### src/hdl/lvdtqpd_pkg.sv
// lvdtqpd_pkg: shared constants for the lvdt quadrature phase difference block
// holds default widths, block length and output field width
// no dependencies
package lvdtqpd_pkg;

	// default ADC sample width
	localparam int SAMPLE_BITS_DEF = 12;
	// default binary angle width, pi = 2^(ANGLE_BITS-1)
	localparam int ANGLE_BITS_DEF = 16;
	// samples per quadrature block, fixed by the four-point scheme
	localparam int BLOCK_SAMPLES = 4;
	// width of each phase field on the output stream
	localparam int OUT_BITS = 16;

endpackage

### src/hdl/lvdt_quadrature_phase_difference.sv
// lvdt_quadrature_phase_difference: two-channel four-point phase detector with a
// serial compare-subtract divider for the ratio atan2 approximation
// depends on lvdtqpd_pkg
//
// Usage:
// s_* carries ADC samples, s_tuser selects the coil (0 channel A, 1 channel B) and
// s_tdata holds the raw sample. cfg_* writes the enable bit; while it is 0 every
// sample transaction is taken and dropped. Each channel gathers four samples and
// turns them into a binary angle (pi = 2^(ANGLE_BITS-1)). Once both channels hold
// a fresh angle, one result goes out on m_*: A minus B wrapped to [-pi, pi),
// followed by the A and B angles.
// Timing: a sample that does not complete a block is taken without dropping s_tready. A sample
// that completes a block keeps s_tready low through the setup states (ST_ABS,
// ST_RATIO), ANGLE_BITS-2 divider steps and the finish state, the steps run by the
// single compare-subtract unit that produces one quotient bit per cycle. With
// both differences zero the divider is skipped and s_tready is low through the
// setup and finish states only. A result appears on m_tvalid in the cycle after
// the finish. The output register frees the input side: new samples are taken
// while a result waits. If a new result is ready while the previous one is still
// stalled by m_tready, the block holds in its finish cycle until the slot clears.
// Reset clears the enable bit, fill counts, angles, fresh flags and the output
// valid; sample buffers are not cleared and are always written before use.
module lvdt_quadrature_phase_difference #(
	parameter int SAMPLE_BITS = lvdtqpd_pkg::SAMPLE_BITS_DEF,
	parameter int ANGLE_BITS  = lvdtqpd_pkg::ANGLE_BITS_DEF
) (
	input  logic                                    clk,
	input  logic                                    arst_n,
	// configuration write channel
	input  logic                                    cfg_valid,
	output logic                                    cfg_ready,
	input  logic                                    cfg_data,     // enable
	// sample stream in
	input  logic                                    s_tvalid,
	output logic                                    s_tready,
	input  logic [((SAMPLE_BITS+7)/8)*8-1:0]        s_tdata,      // sample
	input  logic                                    s_tuser,      // channel
	// phase stream out
	output logic                                    m_tvalid,
	input  logic                                    m_tready,
	output logic [3*lvdtqpd_pkg::OUT_BITS-1:0]      m_tdata       // phase_difference, phase_a, phase_b
);
	import lvdtqpd_pkg::*;

	localparam int CountBits = $clog2(BLOCK_SAMPLES);
	localparam int StepCount = ANGLE_BITS - 2;
	localparam int StepBits  = $clog2(StepCount);
	localparam int RemBits   = SAMPLE_BITS + 1;
	localparam int WideBits  = (ANGLE_BITS > OUT_BITS) ? ANGLE_BITS : OUT_BITS;
	localparam logic [ANGLE_BITS-1:0] QuarterPi      = ANGLE_BITS'(1) << (ANGLE_BITS - 3);
	localparam logic [ANGLE_BITS-1:0] ThreeQuarterPi = ANGLE_BITS'(3) << (ANGLE_BITS - 3);
	localparam logic [StepBits-1:0]   LastStep       = StepBits'(StepCount - 1);

	typedef enum logic [2:0] {
		ST_IDLE,
		ST_ABS,
		ST_RATIO,
		ST_DIV,
		ST_DONE
	} state_t;

	state_t                  state_q;
	logic                    enable_q;
	logic [CountBits-1:0]    count_a_q;
	logic [CountBits-1:0]    count_b_q;
	logic [SAMPLE_BITS-1:0]  buf_a_q [BLOCK_SAMPLES];
	logic [SAMPLE_BITS-1:0]  buf_b_q [BLOCK_SAMPLES];
	logic                    chan_q;
	logic [SAMPLE_BITS-1:0]  ax_q;
	logic [SAMPLE_BITS-1:0]  ay_q;
	logic                    x_neg_q;
	logic                    y_neg_q;
	logic                    zero_q;
	logic                    num_neg_q;
	logic [RemBits-1:0]      den_q;
	logic [RemBits-1:0]      rem_q;
	logic [StepCount-1:0]    quot_q;
	logic [StepBits-1:0]     step_q;
	logic [ANGLE_BITS-1:0]   angle_a_q;
	logic [ANGLE_BITS-1:0]   angle_b_q;
	logic                    fresh_a_q;
	logic                    fresh_b_q;
	logic                    m_tvalid_q;
	logic [3*OUT_BITS-1:0]   m_tdata_q;

	logic                    take;
	logic [SAMPLE_BITS-1:0]  sample;
	logic [SAMPLE_BITS-1:0]  s0, s1, s2, s3;
	logic [SAMPLE_BITS:0]    i_diff;
	logic [SAMPLE_BITS:0]    q_diff;
	logic [SAMPLE_BITS:0]    i_abs;
	logic [SAMPLE_BITS:0]    q_abs;
	logic [SAMPLE_BITS:0]    mag_diff;
	logic [SAMPLE_BITS:0]    mag_abs;
	logic                    mag_nz;
	logic [RemBits:0]        cand;
	logic                    fits;
	logic [RemBits:0]        cand_sub;
	logic [ANGLE_BITS-1:0]   base;
	logic [ANGLE_BITS-1:0]   quot_ext;
	logic [ANGLE_BITS-1:0]   ang_pos;
	logic [ANGLE_BITS-1:0]   ang;
	logic [ANGLE_BITS-1:0]   ang_a_new;
	logic [ANGLE_BITS-1:0]   ang_b_new;
	logic [ANGLE_BITS-1:0]   ang_diff;
	logic                    other_fresh;
	logic                    out_free;
	logic [WideBits-1:0]     diff_wide;
	logic [WideBits-1:0]     a_wide;
	logic [WideBits-1:0]     b_wide;

	// handshakes
	assign cfg_ready = 1'b1;
	assign s_tready  = (state_q == ST_IDLE);
	assign m_tvalid  = m_tvalid_q;
	assign m_tdata   = m_tdata_q;
	assign take      = s_tvalid && s_tready && enable_q;
	assign sample    = s_tdata[SAMPLE_BITS-1:0];
	assign out_free  = !m_tvalid_q || m_tready;

	// block samples of the channel being solved
	assign s0 = chan_q ? buf_b_q[0] : buf_a_q[0];
	assign s1 = chan_q ? buf_b_q[1] : buf_a_q[1];
	assign s2 = chan_q ? buf_b_q[2] : buf_a_q[2];
	assign s3 = chan_q ? buf_b_q[3] : buf_a_q[3];

	// in-phase and quadrature differences and their magnitudes
	assign i_diff = {1'b0, s0} - {1'b0, s2};
	assign q_diff = {1'b0, s1} - {1'b0, s3};
	assign i_abs  = i_diff[SAMPLE_BITS] ? (~i_diff + 1'b1) : i_diff;
	assign q_abs  = q_diff[SAMPLE_BITS] ? (~q_diff + 1'b1) : q_diff;

	// numerator magnitude |ax - ay|, denominator is ax + ay
	assign mag_diff = {1'b0, ax_q} - {1'b0, ay_q};
	assign mag_abs  = mag_diff[SAMPLE_BITS] ? (~mag_diff + 1'b1) : mag_diff;
	assign mag_nz   = (mag_diff != '0);

	// shared compare-subtract step of the divider
	assign cand     = (step_q == '0) ? {1'b0, rem_q} : {rem_q, 1'b0};
	assign fits     = (cand >= {1'b0, den_q});
	assign cand_sub = cand - {1'b0, den_q};

	// angle from the quotient
	assign base     = x_neg_q ? ThreeQuarterPi : QuarterPi;
	assign quot_ext = ANGLE_BITS'(quot_q);
	assign ang_pos  = num_neg_q ? (base + quot_ext) : (base - quot_ext);
	assign ang      = zero_q ? '0 : (y_neg_q ? (~ang_pos + 1'b1) : ang_pos);

	// angles and difference as they stand after this block
	assign ang_a_new   = chan_q ? angle_a_q : ang;
	assign ang_b_new   = chan_q ? ang : angle_b_q;
	assign ang_diff    = ang_a_new - ang_b_new;
	assign other_fresh = chan_q ? fresh_a_q : fresh_b_q;
	assign diff_wide   = WideBits'(ang_diff);
	assign a_wide      = WideBits'(ang_a_new);
	assign b_wide      = WideBits'(ang_b_new);

	// sample buffers, written at the fill count
	always_ff @(posedge clk) begin
		if (take) begin
			if (s_tuser) begin
				buf_b_q[count_b_q] <= sample;
			end else begin
				buf_a_q[count_a_q] <= sample;
			end
		end
	end

	// sequencer, channel state and output register
	always_ff @(posedge clk or negedge arst_n) begin
		if (!arst_n) begin
			state_q    <= ST_IDLE;
			enable_q   <= 1'b0;
			count_a_q  <= '0;
			count_b_q  <= '0;
			chan_q     <= 1'b0;
			ax_q       <= '0;
			ay_q       <= '0;
			x_neg_q    <= 1'b0;
			y_neg_q    <= 1'b0;
			zero_q     <= 1'b0;
			num_neg_q  <= 1'b0;
			den_q      <= '0;
			rem_q      <= '0;
			quot_q     <= '0;
			step_q     <= '0;
			angle_a_q  <= '0;
			angle_b_q  <= '0;
			fresh_a_q  <= 1'b0;
			fresh_b_q  <= 1'b0;
			m_tvalid_q <= 1'b0;
			m_tdata_q  <= '0;
		end else begin
			if (cfg_valid && cfg_ready) begin
				enable_q <= cfg_data;
			end
			// a result leaving the finish cycle takes the slot over
			if (m_tvalid_q && m_tready && !((state_q == ST_DONE) && other_fresh)) begin
				m_tvalid_q <= 1'b0;
			end
			case (state_q)
				ST_IDLE: begin
					if (take) begin
						chan_q <= s_tuser;
						if (s_tuser) begin
							count_b_q <= count_b_q + 1'b1;
							if (count_b_q == CountBits'(BLOCK_SAMPLES - 1)) begin
								state_q <= ST_ABS;
							end
						end else begin
							count_a_q <= count_a_q + 1'b1;
							if (count_a_q == CountBits'(BLOCK_SAMPLES - 1)) begin
								state_q <= ST_ABS;
							end
						end
					end
				end
				ST_ABS: begin
					ax_q    <= q_abs[SAMPLE_BITS-1:0];
					ay_q    <= i_abs[SAMPLE_BITS-1:0];
					x_neg_q <= q_diff[SAMPLE_BITS];
					y_neg_q <= i_diff[SAMPLE_BITS];
					state_q <= ST_RATIO;
				end
				ST_RATIO: begin
					den_q     <= {1'b0, ax_q} + {1'b0, ay_q};
					rem_q     <= mag_abs;
					num_neg_q <= x_neg_q ? (!mag_diff[SAMPLE_BITS] && mag_nz)
						: mag_diff[SAMPLE_BITS];
					zero_q    <= (ax_q == '0) && (ay_q == '0);
					quot_q    <= '0;
					step_q    <= '0;
					state_q   <= ((ax_q == '0) && (ay_q == '0)) ? ST_DONE : ST_DIV;
				end
				ST_DIV: begin
					rem_q  <= fits ? cand_sub[RemBits-1:0] : cand[RemBits-1:0];
					quot_q <= {quot_q[StepCount-2:0], fits};
					step_q <= step_q + 1'b1;
					if (step_q == LastStep) begin
						state_q <= ST_DONE;
					end
				end
				ST_DONE: begin
					if (!other_fresh || out_free) begin
						angle_a_q <= ang_a_new;
						angle_b_q <= ang_b_new;
						state_q   <= ST_IDLE;
						if (other_fresh) begin
							fresh_a_q  <= 1'b0;
							fresh_b_q  <= 1'b0;
							m_tvalid_q <= 1'b1;
							m_tdata_q  <= {b_wide[OUT_BITS-1:0], a_wide[OUT_BITS-1:0],
								diff_wide[OUT_BITS-1:0]};
						end else if (chan_q) begin
							fresh_b_q <= 1'b1;
						end else begin
							fresh_a_q <= 1'b1;
						end
					end
				end
				default: begin
					state_q <= ST_IDLE;
				end
			endcase
		end
	end

endmodule
### config.mk
export PLATFORM = sky130hd
export DESIGN_NAME = lvdt_quadrature_phase_difference
export DESIGN_NICKNAME = d
export VERILOG_FILES = /design/src/hdl/lvdtqpd_pkg.sv /design/src/hdl/lvdt_quadrature_phase_difference.sv
export SDC_FILE = /design/constraint.sdc
export NUM_CORES = 1
export LEC_CHECK = 0
export BUFFER_PORTS_ARGS = -buffer_cell sky130_fd_sc_hd__buf_4
export CORE_ASPECT_RATIO = 1.4
export CORE_MARGIN = 2
export CORE_UTILIZATION = 40
export CTS_CLUSTER_DIAMETER = 30
export CTS_CLUSTER_SIZE = 14
export DETAILED_ROUTE_END_ITERATION = 6
export PLACE_DENSITY = 0.63
export SLEW_MARGIN = 15
export SYNTH_ARGS = -nofsm -noshare
export SYNTH_HDL_FRONTEND = slang
export SYNTH_SLANG_ARGS = --single-unit
### constraint.sdc
create_clock -name clk -period 10.05 [get_ports clk]
set_clock_uncertainty 0.15 [all_clocks]
set_input_delay 0 -clock clk [delete_from_list [all_inputs] [get_ports clk]]
set_output_delay 0 -clock clk [all_outputs]
set_load 0.02 [all_outputs]
* Word level (Yosys, flattened, before mapping)
Memory sizes are Yosys's and may differ from the RTL's.
Cells that the tools add are included.
** Word-level totals
- Bits in registers :: 164
- Bits in writable memories :: 96
- Output and inout port bits :: 51
- Logic and storage cells :: 127
- Memories kept :: 2
** Operators by class
- Add/sub/neg operators :: 15
- Magnitude comparators :: 1
- Equality and inequality tests :: 13
- Muxes and demuxes :: 42
- Bitwise logic cells :: 5
- Reductions and logical operators :: 28
** Memories
- buf_a_q :: words 4, bits a word 12, rd ports 4, clocked after Yosys merged registers in 0, wr ports 1, line lvdt_quadrature_phase_difference.sv:66 : logic [SAMPLE_BITS-1:0] buf_a_q [BLOCK_SAMPLES];
- buf_b_q :: words 4, bits a word 12, rd ports 4, clocked after Yosys merged registers in 0, wr ports 1, line lvdt_quadrature_phase_difference.sv:67 : logic [SAMPLE_BITS-1:0] buf_b_q [BLOCK_SAMPLES];
** Operator list (number)
- $mux 16 :: 5
- $mux 12 :: 6
- $sub 12x12->13 :: 3
- $pmux 14 s2 :: 1
- $mux 13 :: 2
- $pmux 13 s2 :: 1
- $add 12x1->12 const B :: 2
- $logic_not 12->1 :: 2
- $not 12->12 :: 2
- $mux 3 :: 7
- $add 15x14->16 :: 1
- $add 16x1->16 const B :: 1
- $mux 1 :: 16
- $not 16->16 :: 1
- $sub 15x14->16 :: 1
- $sub 16x16->16 :: 1
- $mux 15 :: 1
- $pmux 3 s5 :: 1
- $reduce_and 3->1 :: 5
- $ge 14x13->1 :: 1
- $mux 14 :: 1
- $add 12x12->13 :: 1
- $add 13x1->13 const B :: 1
- $not 13->13 :: 1
- other kinds (23) :: 40

* Depth between registers and ports, before layout
- Depth in word-level cells :: 9
- Gate-level depth with buffers :: 21
- Gate-level depth less buffers :: 20

* Least setup slack after synthesis
Ideal clock, no wire load.
- Kind :: register -> register
- Start point :: register chan_q
- End point :: register ay_q[11]
- Library setup time :: 0.069 ns
- Arrival :: 4.498 ns
- Data required time :: 9.831 ns
- Slack :: 5.333 ns
- Stages on the path, launching flop included :: 17
- Clock period less this slack :: 4.717 ns
- Path through :: dfrtp_1 -> clkbuf_1 -> buf_1 -> buf_1 -> mux2i_1 -> ha_1 -> inv_1 -> fa_1 -> a21o_1 -> a21oi_2 -> o21bai_2 -> a21oi_2 -> xnor2_1 -> or4_1 -> or3_1 -> or4_1 -> nand3_1
** On the way
- Word-level cells in the longest chain between the ends :: 5
- Elaborated cells between the ends (all ways) :: 6
- Those cells by class :: add/sub: 2; mux: 3; bitwise: 1
** RTL lines
- start: declaration :: line lvdt_quadrature_phase_difference.sv:68 : logic chan_q;
- start signal: assignment :: line lvdt_quadrature_phase_difference.sv:204 : chan_q <= s_tuser;
- $mux 12 (on tied branches) :: line lvdt_quadrature_phase_difference.sv:122, lvdt_quadrature_phase_difference.sv:124
- $sub 12x12->13 * :: line lvdt_quadrature_phase_difference.sv:128 : assign i_diff = {1'b0, s0} - {1'b0, s2};
- $not 12->12 :: line lvdt_quadrature_phase_difference.sv:130 : assign i_abs = i_diff[SAMPLE_BITS] ? (~i_diff + 1'b1) : i_diff;
- $add 12x1->12 :: line lvdt_quadrature_phase_difference.sv:130
- $mux 12 * :: line lvdt_quadrature_phase_difference.sv:130
- end signal: assignment :: line lvdt_quadrature_phase_difference.sv:220 : ay_q <= i_abs[SAMPLE_BITS-1:0];
- end: declaration :: line lvdt_quadrature_phase_difference.sv:70 : logic [SAMPLE_BITS-1:0] ay_q;
Mark *: on every way between the ends. The rest lies on a longest branch, timed or not.
A chain may end at the register's enable or synchronous reset.

* Worst setup path after layout
Ends and elaborated chain as after synthesis.

==> reports/qor.txt <==
Rel. slew slack: 29.2%
final net count: 1,825
part of the cycle the worst path needs: 48.3%
antenna fix cells: 0
Overflow after GRT: 0
slowest CP cell: dfrtp_4
Synth-to-Final Area Change: 20.2%
synthesized area per cell: 9.71 um^2
CTS max path bufs: 3
drt drc: 1
Final GP Congestion: 0.825
Setup crit end kind: flop
final HPWL from detailed placement: 25,900 um
I/O pin count: 74
failing checks: DRC
initial antenna violation count: 0
Core Rows: 85
CTS Sinks: 260
Die Span X: 172 um
mapped cell area: 0.0157 mm^2
asr flop ratio synth: 63.1%
Most used DFF post-synth: dfrtp_1
Critical Path RT: 10.41 ns
Core ar.: 0.0386 mm^2
Filler Cells Inserted: 3,494
Max Cap Viol: 0
DR iter-0 viols: 560
Period minus WS final: 4.85 ns
First-pass DRT Iterations: 7
worst-skew pair later-pin latency: 0.58 ns
H-tree depth: 2
IO Port Bufs: 68
CTS clk-pin slew, worst paths: 0.05 ns
Post-DRT Antenna Nets: 0
WP data arrival: 5.21 ns
final hold violations: 0
vias in the first global route: 12,200
Slew @ Worst Pin: 1.05 ns
Post-synth EDFFs: 96
CTS buffer count: 58
first-pass GRT wire length: 59,200 um
run status: finished, violations left
Die Span Y: 239 um
Via Count: 11,900
post-synthesis cell type count: 79
setup bufs post-CTS: 0
WL/cell: 15.8 um
maximum clock frequency: 206 MHz
crit-path max FO: 43
Fin Setup TNS: 0 ns
critical path's largest stage delay: 0.74 ns
WS Path Type: flop to flop
largest net degree at the start of global routing: 86
gr usage total: 17.9%
Hold Path Class: input pin to flop
post-synthesis cell count: 1,619
share of layout cells above drive strength 1: 15.1%
clk root buf: clkbuf_16
Worst setup SP type: flop
DP Worst Slack: 5.16 ns
Seq/Total Area, Yosys: 44.4%
Synthesized Nets: 1,742
die area: 0.0409 mm^2
drt via density: 5.26
Setup-failing EPs final: 0
Starting Density: 40.7%
unrepaired setup endpoints after global routing: no
final WL: 35,900 um
Max Transition Viols Final: 0
number of synthesis warnings: 0
Final WS setup: 5.20 ns
Critical Path, Cell by Cell: buf_4 -> mux2i_1 -> ha_1 -> inv_1 -> fa_1 -> a21o_1 -> a21oi_2 -> o21bai_2 -> a21oi_2 -> xnor2_1 -> or4_1 -> or3_1 -> or4_1 -> nand3_1
CTS tree: yes
FF+latch count, synth: 260
path summary, 6_finish.rpt:
check / cells after the start / slack (ns) / endpoint / start
worst max-delay path: 14 / 5.20 / ay_q[11] / chan_q
worst min-delay path: 2 / 0.04 / buf_b_q[3][2] / s_tdata[2]
worst max register to register: 14 / 5.20 / ay_q[11] / chan_q
worst min register to register: 2 / 0.32 / angle_b_q[9] / angle_b_q[9]
max in group asynchronous: 4 / 8.44 / chan_q / arst_n
min in group asynchronous: 4 / 0.37 / ax_q[2] / arst_n
synthesized netlist by cell type, types with 16 or more instances:
cell type	count	area share, %
mux2i_1	51	3.2
xor2_1	30	1.7
nor3_1	49	1.6
o21ai_0	160	5.1
edfxtp_1	96	18
inv_1	99	2.4
mux2_2	50	3.6
clkbuf_1	53	1.3
a21o_1	16	0.76
nand3_1	35	1.1
xnor2_1	70	3.9
nor2_1	91	2.2
nand2_1	182	4.3
and2_1	17	0.68
a21oi_1	86	2.7
dfrtp_1	164	26
ha_1	93	7.4
critical path, delay by kind of cell, from the launching register on:
family / cells / cell delay, ns
DFF: 1 / 0.74
xor gates and xnor gates: 1 / 0.12
buffers and inverters: 2 / 0.68
adders and majority gates: 2 / 0.60
muxes: 1 / 0.26
AOI/OAI and AO/OA: 4 / 0.68
and+or+nand+nor: 4 / 1.52
cell type report:
type / instances / area, um^2 / area share, %
clock buffers: 69 / 1530 / 8.11
clock inverters: 38 / 487 / 2.57
inverters: 99 / 372 / 1.97
multi-input cells: 1180 / 8030 / 42.5
flip-flops and latches: 260 / 6990 / 37.0
well taps: 522 / 653 / 3.45
repair buffers: 103 / 840 / 4.44
metrics by stage:
step	hold slack, ns	instance area, um^2	instances	util [%]
2_1_floorplan	-0.446	15700	1619	-
3_3_place_gp	-0.228	16700	2143	43.2
3_5_place_dp	-0.232	16700	2143	43.2
4_1_cts	0.0182	18900	2271	49.0
5_1_grt	0.0474	18900	2271	49.0
6_report	0.0426	18900	2271	49.0
sequential cells by signal, indices dropped and copies added, names as in the netlist, 13 cells and up:
signal	flops
angle_b_q	16
rem_q	13
buf_a_q	48
quot_q	14
angle_a_q	16
buf_b_q	48
m_tdata	48
den_q	13
repair_timing:
| action | 4_1_cts | 5_1_grt |
|---|---|---|
| resized for setup | 0 | 0 |
| hold buffers | 21 | 0 |
| setup endpoints to repair | 0 | 0 |
| endpoints found under the hold margin | 277 | 0 |
cells in the final DEF (no fill, tap or decap), drive strengths merged, types with 8 or more instances in the layout:
| cell type | instances |
|---|---|
| a21o | 16 |
| xor2 | 30 |
| clkbuf | 69 |
| and2 | 17 |
| edfxtp | 96 |
| o21bai | 14 |
| o31ai | 14 |
| o21a | 8 |
| mux2 | 50 |
| a211oi | 8 |
| nand2 | 182 |
| buf | 83 |
| a31oi | 13 |
| dfrtp | 164 |
| nor4 | 15 |
| or3 | 13 |
| or2 | 10 |
| a21oi | 88 |
| inv | 108 |
| nor2 | 91 |
| bufinv | 8 |
| dlygate4sd3 | 20 |
| ha | 93 |
| nand2b | 12 |
| and3 | 11 |
| mux2i | 51 |
| clkinv | 14 |
| nor3 | 51 |
| nor2b | 14 |
| o21ai | 161 |
| nand3 | 35 |
| xnor2 | 70 |
cell families (layout without fill, tap and decap cells):
| group | after synthesis | in the layout | synth area share, % |
|---|---|---|---|
| adders and majority gates | 100 | 100 | 8.29 |
| other | 1 | 1 | 0.0239 |
| AOI/OAI and AO/OA | 396 | 396 | 15.6 |
| and+or+nand+nor | 482 | 482 | 14.7 |
| buffers and inverters | 179 | 309 | 4.54 |
| muxes | 101 | 101 | 6.83 |
| DFF | 260 | 260 | 44.4 |
| xor gates and xnor gates | 100 | 100 | 5.57 |
metal layers:
layer  part of all wire, %  track usage, %  wire (um)
met4                   3.4            7.42       1210
met3                   3.0            2.83       1080
met1                    39            19.6      14000
met2                    55            33.8      19600
met5                     0               0          0
Power is not shown: default switching activity piles up to over one toggle a cycle in this logic, so the estimate is an artifact.
